## config.mk

```make
export PLATFORM = sky130hd
export DESIGN_NAME = modular_exponentiation
export DESIGN_NICKNAME = d
export VERILOG_FILES = /design/src/rtl/modexp_pkg.sv /design/src/rtl/modexp_cell.sv /design/src/rtl/modexp_mulmod.sv /design/src/rtl/modular_exponentiation.sv
export VERILOG_INCLUDE_DIRS = /design/src /design/src/rtl
export SDC_FILE = /design/constraint.sdc
export NUM_CORES = 1
export LEC_CHECK = 0
export BUFFER_PORTS_ARGS = -buffer_cell sky130_fd_sc_hd__buf_4
export CAP_MARGIN = 20
export CORE_MARGIN = 10
export CORE_UTILIZATION = 45
export CTS_CLUSTER_DIAMETER = 50
export DETAILED_ROUTE_END_ITERATION = 10
export PLACE_DENSITY = 0.75
export SLEW_MARGIN = 10
export SYNTH_ARGS = -nofsm -noshare
export SYNTH_HDL_FRONTEND = slang
export SYNTH_SLANG_ARGS = --single-unit
```

## constraint.sdc

```tcl
create_clock -name clk -period 8.6 [get_ports clk]
set_input_delay 1.29 -clock clk [delete_from_list [all_inputs] [get_ports clk]]
set_output_delay 1.29 -clock clk [all_outputs]
set_load 0.05 [all_outputs]
```

## src/rtl/modular_exponentiation_macros.svh

```systemverilog
// ----------------------------------------------------------------------------
// modular exponentiation assertion macros
// concurrent checks clocked by clk and disabled while arst_n is low
// ----------------------------------------------------------------------------
`ifndef MODULAR_EXPONENTIATION_MACROS_SVH
`define MODULAR_EXPONENTIATION_MACROS_SVH
`ifndef SYNTH
// implication checked on every clock edge out of reset
`define MODEXP_ASSERT(lbl, prop) \
	lbl: assert property (@(posedge clk) disable iff (!arst_n) (prop)) \
		else $error("modexp assertion failed");
// condition that must never hold
`define MODEXP_NEVER(lbl, cond) \
	lbl: assert property (@(posedge clk) disable iff (!arst_n) !(cond)) \
		else $error("modexp forbidden condition");
`else
`define MODEXP_ASSERT(lbl, prop)
`define MODEXP_NEVER(lbl, cond)
`endif
`endif

```

## src/rtl/modexp_pkg.sv

```systemverilog
// ----------------------------------------------------------------------------
// modexp_pkg
// shared constants and types of the modular exponentiation block
// ----------------------------------------------------------------------------
package modexp_pkg;
	localparam int DEFAULT_WORD_BITS = 64;
	localparam int FIELD_BITS = 64;

	// status of the bit-serial modular multiplier
	typedef struct packed {
		logic busy;
		logic done;
	} modexp_mul_status_t;
endpackage

```

## src/rtl/modexp_cell.sv

```systemverilog
// ----------------------------------------------------------------------------
// modexp_cell
// one bit of the multiplier operand chain: loads in parallel, then shifts
// ----------------------------------------------------------------------------
module modexp_cell
	import modexp_pkg::*;
(
	input  logic clk,
	input  logic load,
	input  logic shift,
	input  logic load_bit,
	input  logic neighbor_bit,
	output logic bit_q
);
	always_ff @(posedge clk) begin
		if (load) begin
			bit_q <= load_bit;
		end else if (shift) begin
			bit_q <= neighbor_bit;
		end
	end
endmodule

```

## src/rtl/modexp_mulmod.sv

```systemverilog
// ----------------------------------------------------------------------------
// modexp_mulmod
// bit-serial (a * b) mod m, msb first, one operand bit per cycle
// ----------------------------------------------------------------------------
module modexp_mulmod
	import modexp_pkg::*;
#(
	parameter int WORD_BITS = DEFAULT_WORD_BITS
) (
	input  logic                 clk,
	input  logic                 arst_n,
	input  logic                 start,
	input  logic [WORD_BITS-1:0] op_a,
	input  logic [WORD_BITS-1:0] op_b,
	input  logic [WORD_BITS-1:0] op_m,
	output logic [WORD_BITS-1:0] product,
	output modexp_mul_status_t   status
);
	localparam int CNT_BITS = $clog2(WORD_BITS + 1);

	logic [WORD_BITS-1:0] a_q;
	logic [WORD_BITS-1:0] acc_q;
	logic [CNT_BITS-1:0]  cnt_q;
	logic                 busy_q;
	logic                 done_q;
	logic [WORD_BITS-1:0] chain;
	logic [WORD_BITS:0]   dbl_sum;
	logic [WORD_BITS-1:0] dbl;
	logic [WORD_BITS:0]   add_sum;
	logic [WORD_BITS-1:0] acc_next;

	// chain of operand cells, lsb cell takes a zero
	for (genvar i = 0; i < WORD_BITS; i++) begin : g_cell
		logic nb;
		if (i == 0) begin : g_lsb
			assign nb = 1'b0;
		end else begin : g_mid
			assign nb = chain[i-1];
		end
		modexp_cell u_cell (
			.clk          (clk),
			.load         (start),
			.shift        (busy_q),
			.load_bit     (op_b[i]),
			.neighbor_bit (nb),
			.bit_q        (chain[i])
		);
	end

	// double then conditionally add, each reduced by one subtract
	always_comb begin
		dbl_sum = {1'b0, acc_q} + {1'b0, acc_q};
		if (dbl_sum >= {1'b0, op_m}) begin
			dbl = WORD_BITS'(dbl_sum - {1'b0, op_m});
		end else begin
			dbl = dbl_sum[WORD_BITS-1:0];
		end
		add_sum = {1'b0, dbl} + {1'b0, a_q};
		if (!chain[WORD_BITS-1]) begin
			acc_next = dbl;
		end else if (add_sum >= {1'b0, op_m}) begin
			acc_next = WORD_BITS'(add_sum - {1'b0, op_m});
		end else begin
			acc_next = add_sum[WORD_BITS-1:0];
		end
	end

	always_ff @(posedge clk or negedge arst_n) begin
		if (!arst_n) begin
			busy_q <= 1'b0;
			done_q <= 1'b0;
			cnt_q  <= '0;
		end else begin
			done_q <= 1'b0;
			if (start) begin
				busy_q <= 1'b1;
				cnt_q  <= CNT_BITS'(WORD_BITS);
			end else if (busy_q) begin
				cnt_q <= cnt_q - 1'b1;
				if (cnt_q == CNT_BITS'(1)) begin
					busy_q <= 1'b0;
					done_q <= 1'b1;
				end
			end
		end
	end

	always_ff @(posedge clk) begin
		if (start) begin
			a_q   <= op_a;
			acc_q <= '0;
		end else if (busy_q) begin
			acc_q <= acc_next;
		end
	end

	assign product     = acc_q;
	assign status.busy = busy_q;
	assign status.done = done_q;
endmodule

```

## src/rtl/modular_exponentiation.sv

```systemverilog
// ----------------------------------------------------------------------------
// modular_exponentiation
// base^exponent mod modulus by right-to-left binary square-and-multiply
// ----------------------------------------------------------------------------
// channel | direction | handshake          | payload
// input   | in        | in_valid, in_stall | base, exponent, modulus
// output  | out       | out_valid, out_stall | result, bad_modulus
//
// one transaction at a time; each modular multiply waits on the bit-serial
// multiplier and is followed by a step or shift state
// a transaction costs up to (2*WORD_BITS) multiplies
// zero modulus or zero exponent go from idle straight to the finish state
// reset clears control only; in_stall stays high while a transaction is busy
// the finished result waits in the output register while out_stall is high
// ----------------------------------------------------------------------------
`include "modular_exponentiation_macros.svh"

module modular_exponentiation
	import modexp_pkg::*;
#(
	parameter int WORD_BITS = DEFAULT_WORD_BITS
) (
	input  logic                  clk,
	input  logic                  arst_n,
	input  logic                  in_valid,
	output logic                  in_stall,
	input  logic [FIELD_BITS-1:0] base,
	input  logic [FIELD_BITS-1:0] exponent,
	input  logic [FIELD_BITS-1:0] modulus,
	output logic                  out_valid,
	input  logic                  out_stall,
	output logic [FIELD_BITS-1:0] result,
	output logic                  bad_modulus
);
	typedef enum logic [2:0] {
		ST_IDLE, ST_RED, ST_STEP, ST_MACC, ST_SHIFT, ST_MSQ, ST_FINISH
	} state_t;

	state_t               state_q;
	logic [WORD_BITS-1:0] exp_q;
	logic [WORD_BITS-1:0] mod_q;
	logic [WORD_BITS-1:0] sq_q;
	logic [WORD_BITS-1:0] acc_q;
	logic [WORD_BITS-1:0] res_q;
	logic                 bad_q;
	logic                 mul_start_q;
	logic [WORD_BITS-1:0] mul_a_q;
	logic [WORD_BITS-1:0] mul_b_q;
	logic                 out_valid_q;
	logic [WORD_BITS-1:0] out_res_q;
	logic                 out_bad_q;
	logic [WORD_BITS-1:0] mul_p;
	modexp_mul_status_t   mul_st;
	logic                 mul_go;

	// only the low WORD_BITS of each field take part
	logic [WORD_BITS-1:0] base_w;
	logic [WORD_BITS-1:0] exp_w;
	logic [WORD_BITS-1:0] mod_w;
	assign base_w = base[WORD_BITS-1:0];
	assign exp_w  = exponent[WORD_BITS-1:0];
	assign mod_w  = modulus[WORD_BITS-1:0];

	modexp_mulmod #(.WORD_BITS(WORD_BITS)) u_mulmod (
		.clk     (clk),
		.arst_n  (arst_n),
		.start   (mul_start_q),
		.op_a    (mul_a_q),
		.op_b    (mul_b_q),
		.op_m    (mod_q),
		.product (mul_p),
		.status  (mul_st)
	);

	// states that launch a multiply on the next cycle
	always_comb begin
		case (state_q)
			ST_IDLE:  mul_go = in_valid && (mod_w != '0) && (exp_w != '0);
			ST_STEP:  mul_go = exp_q[0];
			ST_SHIFT: mul_go = ((exp_q >> 1) != '0);
			default:  mul_go = 1'b0;
		endcase
	end

	always_ff @(posedge clk or negedge arst_n) begin
		if (!arst_n) begin
			state_q     <= ST_IDLE;
			mul_start_q <= 1'b0;
			out_valid_q <= 1'b0;
		end else begin
			mul_start_q <= mul_go;
			// drain the output register unless a new result refills it
			if (out_valid_q && !out_stall && state_q != ST_FINISH) begin
				out_valid_q <= 1'b0;
			end
			case (state_q)
				ST_IDLE: begin
					if (in_valid) begin
						exp_q <= exp_w;
						mod_q <= mod_w;
						bad_q <= (mod_w == '0);
						// a modulus of one leaves the running product at zero
						acc_q <= (mod_w == WORD_BITS'(1)) ? '0 : WORD_BITS'(1);
						if (mod_w == '0) begin
							res_q   <= '0;
							state_q <= ST_FINISH;
						end else if (exp_w == '0) begin
							res_q   <= WORD_BITS'(1);
							state_q <= ST_FINISH;
						end else begin
							// base mod modulus as 1 * base through the multiplier
							mul_a_q <= WORD_BITS'(1);
							mul_b_q <= base_w;
							state_q <= ST_RED;
						end
					end
				end
				ST_RED: begin
					if (mul_st.done) begin
						sq_q    <= mul_p;
						state_q <= ST_STEP;
					end
				end
				ST_STEP: begin
					if (exp_q[0]) begin
						mul_a_q <= acc_q;
						mul_b_q <= sq_q;
						state_q <= ST_MACC;
					end else begin
						state_q <= ST_SHIFT;
					end
				end
				ST_MACC: begin
					if (mul_st.done) begin
						acc_q   <= mul_p;
						state_q <= ST_SHIFT;
					end
				end
				ST_SHIFT: begin
					exp_q <= exp_q >> 1;
					if ((exp_q >> 1) != '0) begin
						mul_a_q <= sq_q;
						mul_b_q <= sq_q;
						state_q <= ST_MSQ;
					end else begin
						res_q   <= acc_q;
						state_q <= ST_FINISH;
					end
				end
				ST_MSQ: begin
					if (mul_st.done) begin
						sq_q    <= mul_p;
						state_q <= ST_STEP;
					end
				end
				ST_FINISH: begin
					// hand over once the output register is free or draining
					if (!out_valid_q || !out_stall) begin
						out_valid_q <= 1'b1;
						out_res_q   <= res_q;
						out_bad_q   <= bad_q;
						state_q     <= ST_IDLE;
					end
				end
				default: begin
					state_q <= ST_IDLE;
				end
			endcase
		end
	end

	assign in_stall    = (state_q != ST_IDLE);
	assign out_valid   = out_valid_q;
	assign result      = FIELD_BITS'(out_res_q);
	assign bad_modulus = out_bad_q;

	// one transaction in flight: an accepted input closes the input side
	`MODEXP_ASSERT(a_accept_closes, (in_valid && !in_stall) |=> in_stall)
	// an error result always carries a zero value
	`MODEXP_ASSERT(a_bad_zero, (out_valid && bad_modulus) |-> (result == '0))
	// the multiplier is never restarted while it is still working
	`MODEXP_NEVER(a_no_restart, mul_start_q && mul_st.busy)
endmodule
```

==> impl_results.md, run 1 <==
- Worst slew pin tran: 1080 ps
- Row count: 109
- Fin crit period: 8340 ps
- Max Freq: 120 MHz
- Die ar.: 101,000 µm²
- Area grow syn2layout: 29.7%
- Via count: 33.6k
- Max-Cap Viols: 0
- RR Startpoint: mod_q[6]
- Final wirelength: 135,000 µm
- Post-Route Skew: 27.2 ps
- Synth Flop Type: edfxtp_1
- Post-synth EDFFs: 642
- WP data required: 9150 ps
- Initial DRT Pass Iterations: 6
- CTS hold repair buffers: 0
- CTS buffer count: 88
- Final critical-path share of the clock period: 0.969
- I/O Pins: 263
- Post-route ant nets: 0
- Post-Syn Area: 40,000 µm²
- Yosys warns: 0
- Maximum fanout along the worst path: 14
- Min-delay worst type: flop to flop
- Seq/Total Area, Yosys: 0.523
- Gpl congestion: 1.00
- First-pass GRT wire length: 197,000 µm
- Drc violations: 0
- Insertion delay to the later sink of the worst-skew pair: 660 ps
- Share of cells above drive strength 1: 0.305
- Vias per cell: 5.77
- Synth Instances: 3,699
- Worst setup path category: flop to flop
- DR WL/cell: 23.2 µm
- Clock Path Buffers: 3
- Min-delay src: mul_a_q[3]
- Most common cell on crit path: buf_4
- Final slew viol count: 0
- Iter 0 DRT Violations: 3,761
- Worst EP arrival: 8890 ps
- Die Wd: 318 µm
- Final HPWL DP: 105,000 µm
- NumNets Final: 4,981
- Ant diodes: 0
- Core area: 88,200 µm²
- Vias in the first global route: 31.7k
- Critical Path Start: mod_q[6]
- WHS: 394 ps
- GRT overflow: 0
- Root Buffer: clkbuf_16
- Share of the synthesized area in the top cell type: 0.482
- Initial core utilization: 0.453
- Ys async rst share: 0.0194
- Clock Pin Slew Worst Setup and Hold Paths: 70 ps
- Post-synth top area cell: edfxtp_1
- Antenna violations before repair: 1
- Total global routing track utilization: 0.254
- Unique masters post-synth: 98
- CTS tree: yes
- Final instance area: 51,800 µm²
- Synth Net Count: 4,092
- Critical Path Start Type: flop
- Status: completed
- I/O Buffers: 262
- Clock sinks: 720
- Syn Area/Cell: 10.8 µm²
- Delay of the slowest cell on the worst path: 400 ps
- Htree depth: 3
- Yosys reg bits: 720
- CP Capture Type: flop
- Critical-path top delay cell: or3_1
- Area post-placement: 48,200 µm²
- Hold Vio Cnt, Final: 0
- Setup violators final: 0
- Rel. slew slack: 0.280
- R2r setup slk: 260 ps
- Top cells by area, synth: edfxtp_1, ha_1, nand2_1, mux2_2, a21oi_1
- Die Y: 318 µm
- Largest net degree at the start of global routing: 122
==> per-layer routing <==
metal / vias up / global-route usage / part of all wire / wire (µm)
met1: 16200 / 0.382 / 0.45 / 60700
met2: 1613 / 0.367 / 0.42 / 56600
met4: 2 / 0.0609 / 0.021 / 2890
met3: 140 / 0.0566 / 0.11 / 15000
li1: 15600 / - / - / -
met5: - / 0 / 0.000096 / 13
==> cell families (layout without fill, tap and decap cells) <==
| kind of cell | after synthesis | count (layout) | synth area share |
|---|---|---|---|
| simple gates | 1127 | 1127 | 0.136 |
| compound gates | 967 | 967 | 0.160 |
| flops | 720 | 720 | 0.523 |
| buf+inv | 345 | 1309 | 0.0342 |
| fa+ha+maj | 197 | 197 | 0.0622 |
| xor+xnor | 178 | 178 | 0.0390 |
| mux | 165 | 165 | 0.0458 |
==> final cells by class <==
cell class / count / area, µm²
clock buffer: 107 / 2290
clock inverter: 58 / 669
tap: 1165 / 1460
multi-input combinational: 2634 / 18300
fill: 7271 / 36400
inverter: 146 / 548
sequential: 720 / 20900
timing repair buffer: 998 / 7600
==> worst paths after layout <==
path                                        endpoint  cells after the start
worst min register to register       u_mulmod.a_q[3]                      0
worst max-delay path            u_mulmod.product[49]                     43
min in group asynchronous                 state_q[1]                      1
worst max register to register  u_mulmod.product[49]                     43
max in group asynchronous                mul_start_q                      1
worst min-delay path                 u_mulmod.a_q[3]                      0
==> stage by stage <==
stage	setup TNS, ps	util	setup WS (ps)	instances
3_3_place_gp	-20800	0.546	-492	5651
5_1_grt	-33.2	0.587	-16.0	5828
2_1_floorplan	0	-	635	3699
3_5_place_dp	-23240	0.546	-544	5651
4_1_cts	-3.51	0.581	-3.51	5819
6_report	0	0.587	264	5828
==> cells in the mapped netlist, types with 10 or more instances <==
cell,instances
a211o_1,11
a211oi_1,27
a21o_1,75
a21oi_1,301
a22o_1,73
a22oi_1,16
a31oi_1,21
and2_1,69
and3_1,86
buf_1,17
buf_2,32
clkbuf_1,141
dfrtp_1,14
dfxtp_1,64
edfxtp_1,642
ha_1,194
inv_1,146
mux2_2,142
mux2i_1,23
nand2_1,443
nand2b_1,28
nand3_1,37
nand4_1,78
nor2_1,198
nor2b_1,23
nor3_1,45
nor4_1,63
o211a_1,10
o211ai_1,36
o21a_1,25
o21ai_0,175
o21ai_1,13
o21bai_1,41
o221ai_1,10
o31ai_1,16
or2_2,12
or3_1,11
xnor2_1,120
xor2_1,58
==> worst max-delay path, delay by kind of cell, from the launching register on <==
kind | cells | cell delay [ps]
compound gates | 16 | 3040
simple gates | 8 | 1550
buf+inv | 15 | 2330
xor+xnor | 1 | 150
fa+ha+maj | 3 | 790
flops | 1 | 360
==> placed cells by master, fill, tap and decap left out, types with 78 or more instances in the layout <==
| cell | instances |
|---|---|
| a21oi_1 | 273 |
| and3_1 | 84 |
| buf_4 | 986 |
| clkbuf_16 | 90 |
| edfxtp_1 | 642 |
| ha_1 | 184 |
| inv_1 | 143 |
| mux2_2 | 140 |
| nand2_1 | 441 |
| nand4_1 | 78 |
| nor2_1 | 191 |
| o21ai_0 | 165 |
| xnor2_1 | 115 |
==> state kept, by name, summed over array words and instances (netlist names) <==
| register | flops |
|---|---|
| bad_modulus | 1 |
| bad_q | 1 |
| u_mulmod.g_cell.u_cell.bit_q | 64 |
| res_q | 64 |
| mul_b_q | 64 |
| mul_start_q | 1 |
| u_mulmod.a_q | 64 |
| result | 64 |
| u_mulmod.product | 64 |
| exp_q | 64 |
| u_mulmod.cnt_q | 7 |
| acc_q | 64 |
| state_q | 3 |
| u_mulmod.done_q | 1 |
| sq_q | 64 |
| out_valid | 1 |
| mod_q | 64 |
| u_mulmod.busy_q | 1 |
| mul_a_q | 64 |
==> repair_timing <==
item,in CTS,in global routing
pin swaps,5,37
setup buffers,3,8
gates resized for setup,17,106
endpoints found under the setup margin,64,64
gates cloned,0,1
endpoints found under the hold margin,0,0
Power of run 1 is left out: the tool's default activity adds up to more than one toggle a clock period on the data nets, which glitch-free logic cannot reach.
==> inputs of run 2 (changes only) <==
PLACE_DENSITY = 0.64   (was 0.75)
==> impl_results.md, run 2 (synthesized netlist as in run 1, its figures left out) <==
- Status: completed
- Largest net degree at the start of global routing: 129
- Via count: 33.7k
- DR WL/cell: 24.3 µm
- NumNets Final: 5,013
- Antenna violations before repair: 1
- Htree depth: 3
- CTS hold repair buffers: 0
- Initial core utilization: 0.453
- Gpl congestion: 1.00
- Core area: 88,200 µm²
- Max Freq: 120 MHz
- Vias per cell: 5.74
- WP data required: 9090 ps
- Final critical-path share of the clock period: 0.971
- Final wirelength: 142,000 µm
- Total global routing track utilization: 0.268
- Share of cells above drive strength 1: 0.313
- Post-route ant nets: 0
- Post-Route Skew: 19.9 ps
- Clock sinks: 720
- Fill cell count: 7,403
- First-pass GRT wire length: 207,000 µm
- Most common cell on crit path: buf_4
- GRT overflow: 0
- Worst slew pin tran: 1170 ps
- Die ar.: 101,000 µm²
- Maximum fanout along the worst path: 11
- Row count: 109
- CTS buffer count: 94
- Die Wd: 318 µm
- Insertion delay to the later sink of the worst-skew pair: 660 ps
- I/O Pins: 263
- Post-Place Setup Slack: -571 ps
- Commonest non-fill, non-tap cell in the layout: buf_4
- Final slew viol count: 0
- Fin crit period: 8350 ps
- Rel. slew slack: 0.215
- Initial DRT Pass Iterations: 6
- Worst EP arrival: 8840 ps
- Critical-path top delay cell: xnor2_1
- CTS tree: yes
- Hold Vio Cnt, Final: 0
- Final setup margin: 246 ps
- Max-Cap Viols: 0
- Root Buffer: clkbuf_16
- Vias in the first global route: 32.0k
- Final HPWL DP: 109,000 µm
- Drc violations: 0
- Setup violators final: 0
- Worst setup path category: flop to flop
- Clock Pin Slew Worst Setup and Hold Paths: 60 ps
- CP Capture Type: flop
- Critical Path Start Type: flop
- Iter 0 DRT Violations: 4,133
- I/O Buffers: 262
- Area grow syn2layout: 31.0%
- Delay of the slowest cell on the worst path: 530 ps
- Min-delay worst type: flop to flop
- Clock Path Buffers: 3
- Die Y: 318 µm
- Most frequent cells in the layout: buf_4, edfxtp_1, nand2_1
[run 2: layer usage]
metal / global-route usage / share of wire
met4: 0.0657 / 0.021
met2: 0.370 / 0.41
met3: 0.0472 / 0.094
met5: 0 / 0
met1: 0.424 / 0.48
[run 2: repair_timing]
item	4_1_cts	5_1_grt
pin swaps	7	48
gates resized for setup	11	148
endpoints found under the setup margin	64	64
gates cloned	0	2
buffers inserted	12	19
[run 2: worst paths after layout]
check,from,endpoint,slack [ps],cells past startpoint
max,mod_q[7],u_mulmod.product[14],250,42
min,mul_a_q[12],u_mulmod.a_q[12],410,0
max reg2reg,mod_q[7],u_mulmod.product[14],250,42
min reg2reg,mul_a_q[12],u_mulmod.a_q[12],410,0
max in group asynchronous,arst_n,mul_start_q,7880,1
min in group asynchronous,arst_n,out_valid,490,1
[run 2: cell type report]
cell class                 instances  area, µm²  share of cell area
sequential                       720      20900               0.400
multi-input combinational       2634      18400               0.352
timing repair buffer            1024       7870               0.150
clock buffer                     110       2470              0.0473
tap                             1165       1460              0.0278
clock inverter                    66        658              0.0126
inverter                         146        548              0.0105
antenna                            1       2.50           0.0000478
[run 2: stage by stage]
step	setup TNS [ps]	cell area, µm²	hold WS (ps)	std cells	utilization
floorplan	0	40000	400	3699	-
global placement	-10000	48300	402	5656	0.547
detailed placement	-25270	48300	405	5656	0.547
CTS	0	51500	415	5844	0.584
global route	-204	52300	417	5866	0.593
finish	0	52300	410	5866	0.593
[run 2: critical path, delay by kind of cell, from the launching register on]
| kind | cells | cell delay (ps) |
|---|---|---|
| adder cells (fa/ha/maj) | 3 | 890 |
| AO/OA/AOI/OAI | 12 | 2510 |
| XOR/XNOR | 1 | 530 |
| buffers and inverters | 11 | 1630 |
| AND/OR/NAND/NOR | 14 | 2030 |
| multiplexers | 1 | 180 |
| flip-flops | 1 | 380 |
Power of run 2 is left out for the same reason.
